### config.mk
export PLATFORM = sky130hd
export DESIGN_NAME = lpc_front
export DESIGN_NICKNAME = d
export VERILOG_FILES = /design/src/rtl/core/lpc_pkg.sv /design/src/rtl/core/lpc_front.sv
export SDC_FILE = /design/constraint.sdc
export NUM_CORES = 1
export LEC_CHECK = 0
export BUFFER_PORTS_ARGS = -buffer_cell sky130_fd_sc_hd__buf_4
export CAP_MARGIN = 0
export CORE_ASPECT_RATIO = 1.25
export CORE_MARGIN = 1.5
export CORE_UTILIZATION = 45
export CTS_CLUSTER_DIAMETER = 50
export DETAILED_ROUTE_END_ITERATION = 8
export PLACE_DENSITY_LB_ADDON = 0.25
export SLEW_MARGIN = 20
export SYNTH_ARGS = -nofsm -noshare
export SYNTH_HDL_FRONTEND = slang
export SYNTH_SLANG_ARGS = --single-unit
### constraint.sdc
create_clock -name clk -period 2.2 [get_ports clk]
set_input_delay 0.22 -clock clk [delete_from_list [all_inputs] [get_ports clk]]
set_output_delay 0.22 -clock clk [all_outputs]
set_load 0.03 [all_outputs]
### src/rtl/core/lpc_pkg.sv
// shared types and constants of the lexical path cleaner
// no dependencies
package lpc_pkg;

	localparam int MAX_PATH_BYTES_DEF = 1024;
	localparam int Q_DEPTH = 2;

	localparam logic [7:0] SEP_BYTE = 8'h2F;
	localparam logic [7:0] DOT_BYTE = 8'h2E;

	typedef struct packed {
		logic       is_read;
		logic       last;
		logic       is_sep;
		logic       is_dot;
		logic [7:0] ch;
	} op_t;

endpackage

### src/rtl/core/lpc_front.sv
// front end: accepts requests, classifies the byte and queues the operation
// depends on lpc_pkg
module lpc_front (
	input  logic          clk,
	input  logic          arst_n,
	input  logic          in_valid,
	output logic          in_stall,
	input  logic          action,
	input  logic [7:0]    in_char,
	input  logic          in_last,
	output logic          op_valid,
	input  logic          op_take,
	output lpc_pkg::op_t  op
);

	localparam int QAW = $clog2(lpc_pkg::Q_DEPTH);
	localparam logic [QAW:0] FULL = (QAW+1)'(lpc_pkg::Q_DEPTH);

	lpc_pkg::op_t q_q [lpc_pkg::Q_DEPTH];
	logic [QAW-1:0] wr_ptr_q;
	logic [QAW-1:0] rd_ptr_q;
	logic [QAW:0]   cnt_q;
	lpc_pkg::op_t   op_new;
	logic           push;
	logic           pop;

	always_comb begin
		op_new.is_read = action;
		op_new.last    = in_last;
		op_new.is_sep  = (in_char == lpc_pkg::SEP_BYTE);
		op_new.is_dot  = (in_char == lpc_pkg::DOT_BYTE);
		op_new.ch      = in_char;
	end

	assign in_stall = (cnt_q == FULL);
	assign op_valid = (cnt_q != '0);
	assign op       = q_q[rd_ptr_q];
	assign push     = in_valid && !in_stall;
	assign pop      = op_take && op_valid;

	always_ff @(posedge clk or negedge arst_n) begin
		if (!arst_n) begin
			wr_ptr_q <= '0;
			rd_ptr_q <= '0;
			cnt_q    <= '0;
		end else begin
			if (push) begin
				wr_ptr_q <= wr_ptr_q + 1'b1;
			end
			if (pop) begin
				rd_ptr_q <= rd_ptr_q + 1'b1;
			end
			if (push && !pop) begin
				cnt_q <= cnt_q + 1'b1;
			end else if (pop && !push) begin
				cnt_q <= cnt_q - 1'b1;
			end
		end
	end

	always_ff @(posedge clk) begin
		if (push) begin
			q_q[wr_ptr_q] <= op_new;
		end
	end

endmodule

# [Yosys cells after proc, flatten, opt, wreduce, memory -nomap -nowiden]
# Memory sizes are Yosys's and may differ from the RTL's.
# Index checks and enable logic that the tools add are counted.
[word_totals] register_bits=4 latch_bits=0 ramBits=24 romBits=0 inputBits=14 output_inout_bits=14 word_cells=24 memories=1
[classes] addsub=4 multipliers=0 div_mod_pow=0 n_lt_le_gt_ge=0 eq_ne=3 n_shift=0 mux=4 n_bitwise=0 n_reduce_logical=9
[mem_list] memory="q_q" words=2 word_bits=12 rd=1 rd_clocked_by_memory_dff=0 wr=1 line_no="lpc_front.sv:19" text="lpc_pkg::op_t q_q [lpc_pkg::Q_DEPTH];"
[op_table] op="== test 8 x 6 -> 1 bit (second input constant)" count=2
[op_table] op="logical AND 1 bit" count=4
[op_table] op="2-to-1 mux 2 bit" count=2
[op_table] op="nonzero test 2 bit" count=2
[op_table] op="zero test 1 bit" count=3
[op_table] op="adder 1 bit (second input constant)" count=2
[op_table] op="adder 2 x 1 -> 2 bit (second input constant)" count=1
[op_table] op="== test 2 bit (second input constant)" count=1
[op_table] op="2-to-1 mux 1 bit" count=2
[op_table] op="subtractor 2 x 1 -> 2 bit (second input constant)" count=1

# [Longest topological paths before layout]
# Gate-level depths: netlist (run 1).
[depth] word_depth=7 ltp_mapped=7 depth_no_buf=7

# [Worst setup path after synthesis (run 1)]
# OpenSTA, ideal clock, no wires.
[synth_timing] path_type="flip-flop to flip-flop" start="register cnt_q[0]" end="memory q_q[0][0] (netlist name) (enable)" setup_time_ns=0.380 arrival_ns=1.152 required_ns=1.820 slack_ns=0.668 stages_incl_launch_ff=4 n_path_buf=0 period_less_slack_ns=1.532 cell_sequence="dfrtp_1 -> nand2b_1 -> nand2_1 -> nor2_1"
[synth_via] elab_chain_len=5
[synth_rtl] item="start, declared" line_no="lpc_front.sv:22" text="logic [QAW:0] cnt_q;"
[synth_rtl] item="start signal, assigned" line_no="lpc_front.sv:54" text="cnt_q <= cnt_q + 1'b1;"
[synth_rtl] item="start signal, assigned" line_no="lpc_front.sv:56" text="cnt_q <= cnt_q - 1'b1;"
[synth_rtl] item="== test 2 bit" line_no="lpc_front.sv:35" text="assign in_stall = (cnt_q == FULL);"
[synth_rtl] item="zero test 1 bit" line_no="lpc_front.sv:38" text="assign push = in_valid && !in_stall;"
[synth_rtl] item="logical AND 1 bit" line_no="lpc_front.sv:38"
[synth_rtl] item="2-to-1 mux 1 bit" line_no="lpc_front.sv:62" text="if (push) begin"
[synth_rtl] item="2-to-1 mux 1 bit (implied by the code)" line_no="lpc_front.sv:63" text="q_q[wr_ptr_q] <= op_new;"
[synth_rtl] item="end, declared" line_no="lpc_front.sv:19"
# No other way between the ends.

==> run_results.csv, run 1 <==
group,metric,value,unit
setup_path,start_kind,"flop",
placement,hpwl,1260,um
logic_synthesis,syn_avg_cell_area,18.0,um^2
floorplan,initial_utilization,0.486,
global_routing,grt_use_met1,0.163,
sta,fmax,0.546,GHz
cells_and_area,drive_gt1_frac,0.484,
logic_synthesis,synth_flop_cell,"edfxtp_1",
detailed_routing,drt-initial-drc-count,15,
setup_path,crit_type,"flop to output pin",
global_routing,met2_usage,0.233,
floorplan,die_h,58.2,um
clock_tree,cts_tree,"yes",
clock_tree,clk-insertion-delay-late,0.31,ns
global_routing,grt_start_max_net_pins,16,
cells_and_area,instances_no_fill,124,
logic_synthesis,yosysWarnings,0,
setup_path,crit_required,1.98,ns
setup_path,end_kind,"output pin",
logic_synthesis,synth_area_leaders,"edfxtp_1 66%, mux2_2 12%, dfrtp_1 9.1%",
floorplan,io_pins,28,
global_routing,grt_pass1_vias,580,
sta,finalClockSkew,0.00413,ns
global_routing,grt_util_met3,0.0312,
cells_and_area,layout-area-overhead-vs-synth,25.5,%
clock_tree,clk_path_buf_depth,2,
clock_tree,clkTransAtPathRegs,0.14,ns
detailed_routing,wl_per_cell,14.0,um
outcome,status,"completed",
global_routing,grt_use_total,0.140,
floorplan,coreArea,2260,um^2
clock_tree,ctsResizeCount,0,
logic_synthesis,yosysTopAreaCell,"edfxtp_1",
power,vdd_drop_max,0.721,mV
floorplan,dieArea,2750,um^2
placement,dp.cells,119,
global_routing,grt-busiest-layer,"met2",
logic_synthesis,ys_seq_area_frac,0.748,
cells_and_area,fin_nets,109,
sta,maxSlewViolCount,0,
cells_and_area,n_fill_cell,194,
detailed_routing,num_vias,607,
logic_synthesis,ys_ff_latch,28,
clock_tree,htreeDepth,1,
sta,tightest_slew,0.561,ns
sta,hold_viol,0,
sta,setup_viol,0,
power,power.leakage,0.538,nW
detailed_routing,drtPass1Iterations,2,
flow_run,max_cap_violations,0,
detailed_routing,drc,0,
logic_synthesis,syn_nets,76,
setup_path,cp.arrival,1.61,ns
power,powerDensity,1320,nW/um^2
detailed_routing,routed_wl,1740,um
logic_synthesis,yosysTopAreaCellShare,0.657,
sta,maxSlewHeadroom,0.626,
cells_and_area,diodes,0,
global_routing,globalRoute.totalOverflow,0,
placement,port-buffer-count,27,
logic_synthesis,async_flop_share,0.143,
global_routing,antenna_found_initial,0,
sta,rsz0062_at_grt,"false",
placement,place.gp.congestion,0.631,
sta,setup_tns,0,ns
floorplan,rows,19,
logic_synthesis,synth_edf_count,24,
setup_path,path_max_fanout,13,
sta,period_needed,1.83,ns
clock_tree,clkSinkCount,28,
global_routing,grt_pass1_wl,2630,um
detailed_routing,via_per_inst,4.90,
detailed_routing,postRouteAntennaNets,0,
logic_synthesis,synth_cells,61,
logic_synthesis,syn_area,1100,um^2
clock_tree,numCtsBuffers,3,
clock_tree,root_buffer,"clkbuf_4",
logic_synthesis,ys_types,17,
floorplan,fp.dieW,47.2,um
logic_synthesis,synthTopCellsByCount,"24 x edfxtp_1, 12 x mux2_2, 4 x dfrtp_1",
sta,fin_crit_sh,0.832,
min_path,hold_path_class,"primary input to flop",
logic_synthesis,synth_most_common_cell,"edfxtp_1",
## sequential cells by signal, summed over array words and instances, names as in the netlist
register,flops
cnt_q,2
rd_ptr_q,1
wr_ptr_q,1
q_q,24
## final timing paths
| check | cells past startpoint | slack [ns] | to | startpoint |
|---|---|---|---|---|
| setup / recovery | 2 | 0.37 | op[4] | rd_ptr_q |
| hold / removal | 1 | 0.08 | q_q[1][11] | action |
| setup reg to reg | 7 | 0.71 | cnt_q[1] | cnt_q[0] |
| hold reg to reg | 1 | 0.50 | cnt_q[1] | cnt_q[1] |
| max in group asynchronous | 2 | 1.89 | wr_ptr_q | arst_n |
| min in group asynchronous | 2 | 0.21 | rd_ptr_q | arst_n |
## critical path, stage by stage, from the launching register on
cell and delay, ns:
dfrtp_1 0.72, mux2_2 0.41, buf_4 0.17
## area by class of cell
cell class,count,area (um^2),area share
timing repair buffer,29,220,0.160
sequential,28,821,0.596
inverter,2,7.51,0.00545
multi-input combinational,30,264,0.192
clock buffer,3,22.5,0.0163
tap,31,38.8,0.0282
clock inverter,1,3.75,0.00272
## repair_timing
item,CTS,global route
hold endpoints to repair,4,0
hold buffers,1,0
setup buffers,0,0
## logic make-up (layout without fill, tap and decap cells)
kind of cell / count (synthesis) / after routing / share of synthesized area
XOR/XNOR: 5 / 5 / 0.0399
adder cells (fa/ha/maj): 1 / 1 / 0.0114
buffers and inverters: 3 / 35 / 0.0114
flip-flops: 28 / 28 / 0.748
multiplexers: 12 / 12 / 0.123
AND/OR/NAND/NOR: 12 / 12 / 0.0661
## power breakdown
part / total, mW / switching (mW) / internal [mW]
sequential: 0.830 / 0.0952 / 0.734
combinational: 0.782 / 0.438 / 0.343
clock: 0.204 / 0.138 / 0.0663
total: 1.82 / 0.671 / 1.14
## placed cells by master, fill, tap and decap left out
master / instances
nand2b_1: 1
dfrtp_1: 4
clkinv_1: 1
nand4_1: 1
mux2_2: 12
ha_1: 1
or2_1: 1
edfxtp_1: 24
and3_1: 1
inv_1: 2
clkbuf_4: 3
xor2_1: 2
xnor2_1: 3
buf_4: 28
nor2_1: 3
nor3_2: 1
nand3_1: 1
dlygate4sd3_1: 1
or4b_4: 1
nand2_1: 2
## layer usage
layer	up-vias	wire length, um
li1	290	-
met1	300	731
met2	15	931
met3	2	56
met4	0	16
met5	-	0
## through the flow
step / hold slack, ns / utilization / setup slack, ns / power, mW / area (um^2)
3_3_place_gp: 0.0195 / 0.594 / 0.723 / 1.61 / 1340
6_report: 0.0774 / 0.610 / 0.369 / 1.82 / 1380
5_1_grt: 0.0523 / 0.610 / 0.264 / 1.91 / 1380
3_5_place_dp: 0.0211 / 0.594 / 0.720 / 1.63 / 1340
4_1_cts: 0.0712 / 0.610 / 0.345 / 1.83 / 1380
2_1_floorplan: -0.0756 / - / 0.668 / 1.36 / 1100
No activity file was read; power rests on OpenSTA's default activity.
==> inputs of run 2 (changes only) <==
==> constraint.sdc (replaced) <==
create_clock -name clk -period 1.6 [get_ports clk]
set_input_delay 0.16 -clock clk [delete_from_list [all_inputs] [get_ports clk]]
set_output_delay 0.16 -clock clk [all_outputs]
set_load 0.03 [all_outputs]
==> run_results.csv, run 2 (synthesis gave the netlist of run 1 again) <==
group,metric,value,unit
placement,placed_area,1360,um^2
clock_tree,htreeDepth,1,
clock_tree,clk_path_buf_depth,2,
floorplan,dieArea,2750,um^2
floorplan,coreArea,2260,um^2
setup_path,cp.arrival,1.41,ns
detailed_routing,via_per_inst,4.77,
global_routing,grt_start_max_net_pins,16,
outcome,status,"completed",
global_routing,grt_pass1_vias,580,
cells_and_area,largest_reg_flops,24,
placement,port-buffer-count,27,
detailed_routing,postRouteAntennaNets,0,
floorplan,die_h,58.2,um
detailed_routing,drt-initial-drc-count,13,
clock_tree,clkSinkCount,28,
global_routing,grt_use_total,0.148,
clock_tree,cts_tree,"yes",
sta,maxSlewViolCount,0,
cells_and_area,final_cell_mix,"24 x edfxtp_1, 20 x buf_4, 14 x buf_6",
sta,setup_viol,0,
global_routing,antenna_found_initial,0,
sta,maxSlewHeadroom,0.883,
sta,finalClockSkew,0.00557,ns
placement,hpwl,1220,um
sta,hold_viol,0,
setup_path,path_max_fanout,6,
floorplan,fp.dieW,47.2,um
flow_run,max_cap_violations,0,
clock_tree,clkTransAtPathRegs,0.14,ns
floorplan,io_pins,28,
min_path,hold_path_class,"primary input to flop",
cells_and_area,diodes,0,
detailed_routing,routed_wl,1890,um
sta,tightest_slew,0.175,ns
sta,fmax,0.636,GHz
floorplan,initial_utilization,0.486,
cells_and_area,reg_top3,"q_q (24), cnt_q (2)",
sta,fin_crit_sh,0.983,
sta,period_needed,1.57,ns
detailed_routing,wl_met3,38,um
cells_and_area,layout-area-overhead-vs-synth,38.2,%
sta,rsz0062_at_grt,"true",
clock_tree,root_buffer,"clkbuf_4",
detailed_routing,wl_met1,795,um
cells_and_area,finalInstanceArea,1520,um^2
cells_and_area,register_area,821,um^2
power,power,2.81,mW
cells_and_area,fin_nets,117,
global_routing,grt_pass1_wl,2680,um
cells_and_area,final_common_cell,"edfxtp_1",
cells_and_area,drive_gt1_frac,0.515,
detailed_routing,drc,0,
setup_path,crit_required,1.44,ns
cells_and_area,top_register,"q_q",
power,powerDensity,1850,nW/um^2
detailed_routing,drtPass1Iterations,2,
clock_tree,clk-insertion-delay-late,0.32,ns
floorplan,rows,19,
setup_path,end_kind,"output pin",
cells_and_area,multi_input_area,285,um^2
detailed_routing,num_vias,630,
global_routing,globalRoute.totalOverflow,0,
power,power.leakage,0.614,nW
detailed_routing,wl_per_cell,14.3,um
placement,place.gp.congestion,0.638,
detailed_routing,dr_wl_met2,1000,um
setup_path,crit_type,"flop to output pin",
cells_and_area,n_fill_cell,174,
detailed_routing,top_layer,"met4",
clock_tree,numCtsBuffers,3,
sta,whs,0.0274,ns
power,vdd_drop_max,1.14,mV
setup_path,start_kind,"flop",
-- run 2: cell type report --
type,instances,area share
well taps,31,0.0256
flip-flops and latches,28,0.541
clock buffers,4,0.0173
repair buffers,37,0.223
inverters,2,0.00495
multi-input cells,30,0.188
-- run 2: timing repair --
action / 4_1_cts / 5_1_grt
resized for setup: 1 / 21
endpoints found under the setup margin: 12 / 13
hold buffers: 1 / 2
cloned: 0 / 1
buffers inserted: 1 / 2
hold endpoints to repair: 4 / 4
-- run 2: per-layer routing --
layer / up-vias / global-route usage
met3: 4 / 0.0312
met2: 15 / 0.233
met4: 0 / 0.107
met5: - / 0
li1: 305 / -
met1: 306 / 0.170
-- run 2: path summary, 6_finish.rpt --
path                                  end  startpoint  slack [ns]  cells after the start
worst max register to register   cnt_q[1]    cnt_q[0]        0.13                      6
worst max-delay path               op[11]    rd_ptr_q        0.03                      3
worst min register to register   wr_ptr_q    wr_ptr_q        0.50                      1
worst min-delay path            q_q[1][4]  in_char[4]        0.03                      1
min in group asynchronous        rd_ptr_q      arst_n        0.15                      2
max in group asynchronous        wr_ptr_q      arst_n        1.35                      2
-- run 2: per-stage QoR --
stage	util	TNS, ns	setup slack, ns	std cells
after global placement	0.601	0	0.209	121
after floorplan	-	0	0.0679	61
after CTS	0.622	0	0.0146	127
after global routing	0.671	-0.204	-0.0379	132
after detailed placement	0.601	0	0.0913	121
final	0.671	0	0.0276	132
-- run 2: where the power goes --
group	internal [mW]	switching, mW	total (mW)	leakage (nW)
combinational	0.702	0.728	1.43	0.328
clock	0.0975	0.186	0.283	0.0150
sequential	1.01	0.0836	1.09	0.271
-- run 2: worst max-delay path, cell delays in order, from the launching register on --
cell and delay, ns:
dfrtp_1 0.44, buf_6 0.17, mux2_2 0.34, buf_6 0.14
==> inputs of run 3 (changes only) <==
--- a/config.mk
+++ b/config.mk
@@ -7,9 +7,11 @@
 export LEC_CHECK = 0
 export BUFFER_PORTS_ARGS = -buffer_cell sky130_fd_sc_hd__buf_4
 export CAP_MARGIN = 0
+export CELL_PAD_IN_SITES_DETAIL_PLACEMENT = 1
+export CELL_PAD_IN_SITES_GLOBAL_PLACEMENT = 1
 export CORE_ASPECT_RATIO = 1.25
 export CORE_MARGIN = 1.5
-export CORE_UTILIZATION = 45
+export CORE_UTILIZATION = 38
 export CTS_CLUSTER_DIAMETER = 50
 export DETAILED_ROUTE_END_ITERATION = 8
 export PLACE_DENSITY_LB_ADDON = 0.25
==> run_results.csv, run 3 (synthesis gave the netlist of run 1 again) <==
group,metric,value,unit
outcome,status,"completed",
floorplan,io_pins,28,
placement,dpl_worst_slack,0.105,ns
sta,period_needed,1.55,ns
detailed_routing,drt-initial-drc-count,11,
flow_run,max_cap_violations,0,
setup_path,path_cells,"buf_12 > mux2_2 > buf_6",
clock_tree,numCtsBuffers,3,
power,swShare,0.355,
clock_tree,cts_tree,"yes",
sta,rsz0062_at_grt,"true",
detailed_routing,top_layer,"met4",
detailed_routing,routed_wl,2090,um
detailed_routing,dr_wl_met2,1150,um
clock_tree,clkTransAtPathRegs,0.15,ns
sta,fmax,0.644,GHz
setup_path,path_max_fanout,8,
sta,tightest_slew,0.186,ns
sta,maxSlewViolCount,0,
clock_tree,root_buffer,"clkbuf_4",
setup_path,start_kind,"flop",
setup_path,crit_type,"flop to output pin",
floorplan,dieArea,3220,um^2
detailed_routing,postRouteAntennaNets,0,
clock_tree,htreeDepth,1,
detailed_routing,wl_per_cell,14.8,um
power,power_switching,1.01,mW
detailed_routing,num_vias,671,
power,power.leakage,0.624,nW
floorplan,initial_utilization,0.405,
sta,maxSlewHeadroom,0.876,
setup_path,slowest_delay,0.45,ns
detailed_routing,wl_met3,107,um
power,vdd_drop_max,0.924,mV
sta,hold_viol,0,
detailed_routing,via_per_inst,4.76,
sta,setup_viol,0,
global_routing,grt_use_total,0.134,
power,p_clk_frac,0.103,
detailed_routing,drtPass1Iterations,4,
cells_and_area,largest_reg_flops,24,
setup_path,critPathBufInv,2,
cells_and_area,top_register,"q_q",
global_routing,grt_start_max_net_pins,16,
power,seqPwrFrac,0.388,
power,power_frac_comb,0.509,
detailed_routing,drc,0,
detailed_routing,wl_met1,797,um
setup_path,end_kind,"output pin",
cells_and_area,drive_gt1_frac,0.514,
cells_and_area,final_cell_mix,"24 x buf_4, 24 x edfxtp_1, 12 x mux2_2",
sta,setup_tns,0,ns
power,powerDensity,1810,nW/um^2
global_routing,antenna_found_initial,0,
cells_and_area,reg_top3,"q_q (24), cnt_q (2)",
setup_path,crit_required,1.44,ns
cells_and_area,final_core_utilization,0.579,
clock_tree,clk-insertion-delay-late,0.33,ns
clock_tree,clk_path_buf_depth,2,
global_routing,grt_pass1_wl,3130,um
placement,place.gp.congestion,0.702,
setup_path,slowest_stage,"dfrtp_2",
floorplan,fp.dieW,51.1,um
floorplan,coreArea,2710,um^2
setup_path,cp.arrival,1.39,ns
floorplan,rows,21,
cells_and_area,layout-area-overhead-vs-synth,42.9,%
min_path,hold_path_class,"primary input to flop",
cells_and_area,diodes,0,
power,power,2.84,mW
sta,finalClockSkew,0.0143,ns
sta,fin_crit_sh,0.970,
setup_path,cp_top_family,"flip-flops",
placement,port-buffer-count,27,
global_routing,grt_pass1_vias,665,
sta,fin_ws,0.0479,ns
clock_tree,clkSinkCount,28,
power,intPower,1.83,mW
global_routing,globalRoute.totalOverflow,0,
floorplan,die_h,63.1,um
cells_and_area,fin_nets,123,
placement,hpwl,1410,um
-- run 3: per-layer routing --
layer	up-vias	global-route usage
li1	318	-
met1	329	0.156
met2	20	0.229
met3	4	0.0237
met4	0	0.0709
met5	-	0
-- run 3: metrics by stage --
step	instances	hold WS (ns)	cell area, um^2
global route	141	0.0104	1570
global placement	126	-0.0401	1390
floorplan	61	-0.136	1100
CTS	134	0.00104	1460
detailed placement	126	-0.0394	1390
finish	141	0.0295	1570
-- run 3: area by class of cell --
cell class / instances / area (um^2)
fill: 268 / 1140
sequential: 28 / 822
timing repair buffer: 43 / 403
multi-input combinational: 30 / 267
tap: 34 / 42.5
clock buffer: 3 / 22.5
inverter: 2 / 7.51
clock inverter: 1 / 3.75
-- run 3: path summary, 6_finish.rpt --
path / from / to / slack, ns / cells after the start
setup reg to reg: cnt_q[0] / cnt_q[1] / 0.16 / 7
hold / removal: in_char[0] / q_q[0][0] / 0.03 / 1
setup / recovery: rd_ptr_q / op[10] / 0.05 / 3
max in group asynchronous: arst_n / rd_ptr_q / 1.34 / 2
hold reg to reg: wr_ptr_q / wr_ptr_q / 0.51 / 1
min in group asynchronous: arst_n / cnt_q[0] / 0.15 / 2
-- run 3: timing repair --
action / 4_1_cts / 5_1_grt
setup endpoints to repair: 9 / 11
setup buffers: 2 / 2
hold endpoints to repair: 6 / 9
resized for setup: 1 / 11
hold buffers: 2 / 5
-- run 3: power groups by stage --
| stage | sequential [mW] | combinational, mW | clock, mW |
|---|---|---|---|
| finish | 1.10 | 1.44 | 0.294 |
| global route | 1.12 | 1.54 | 0.329 |
| CTS | 1.10 | 1.32 | 0.302 |
| detailed placement | 1.13 | 1.22 | 0 |
| global placement | 1.12 | 1.21 | 0 |
| floorplan | 1.09 | 0.783 | 0 |
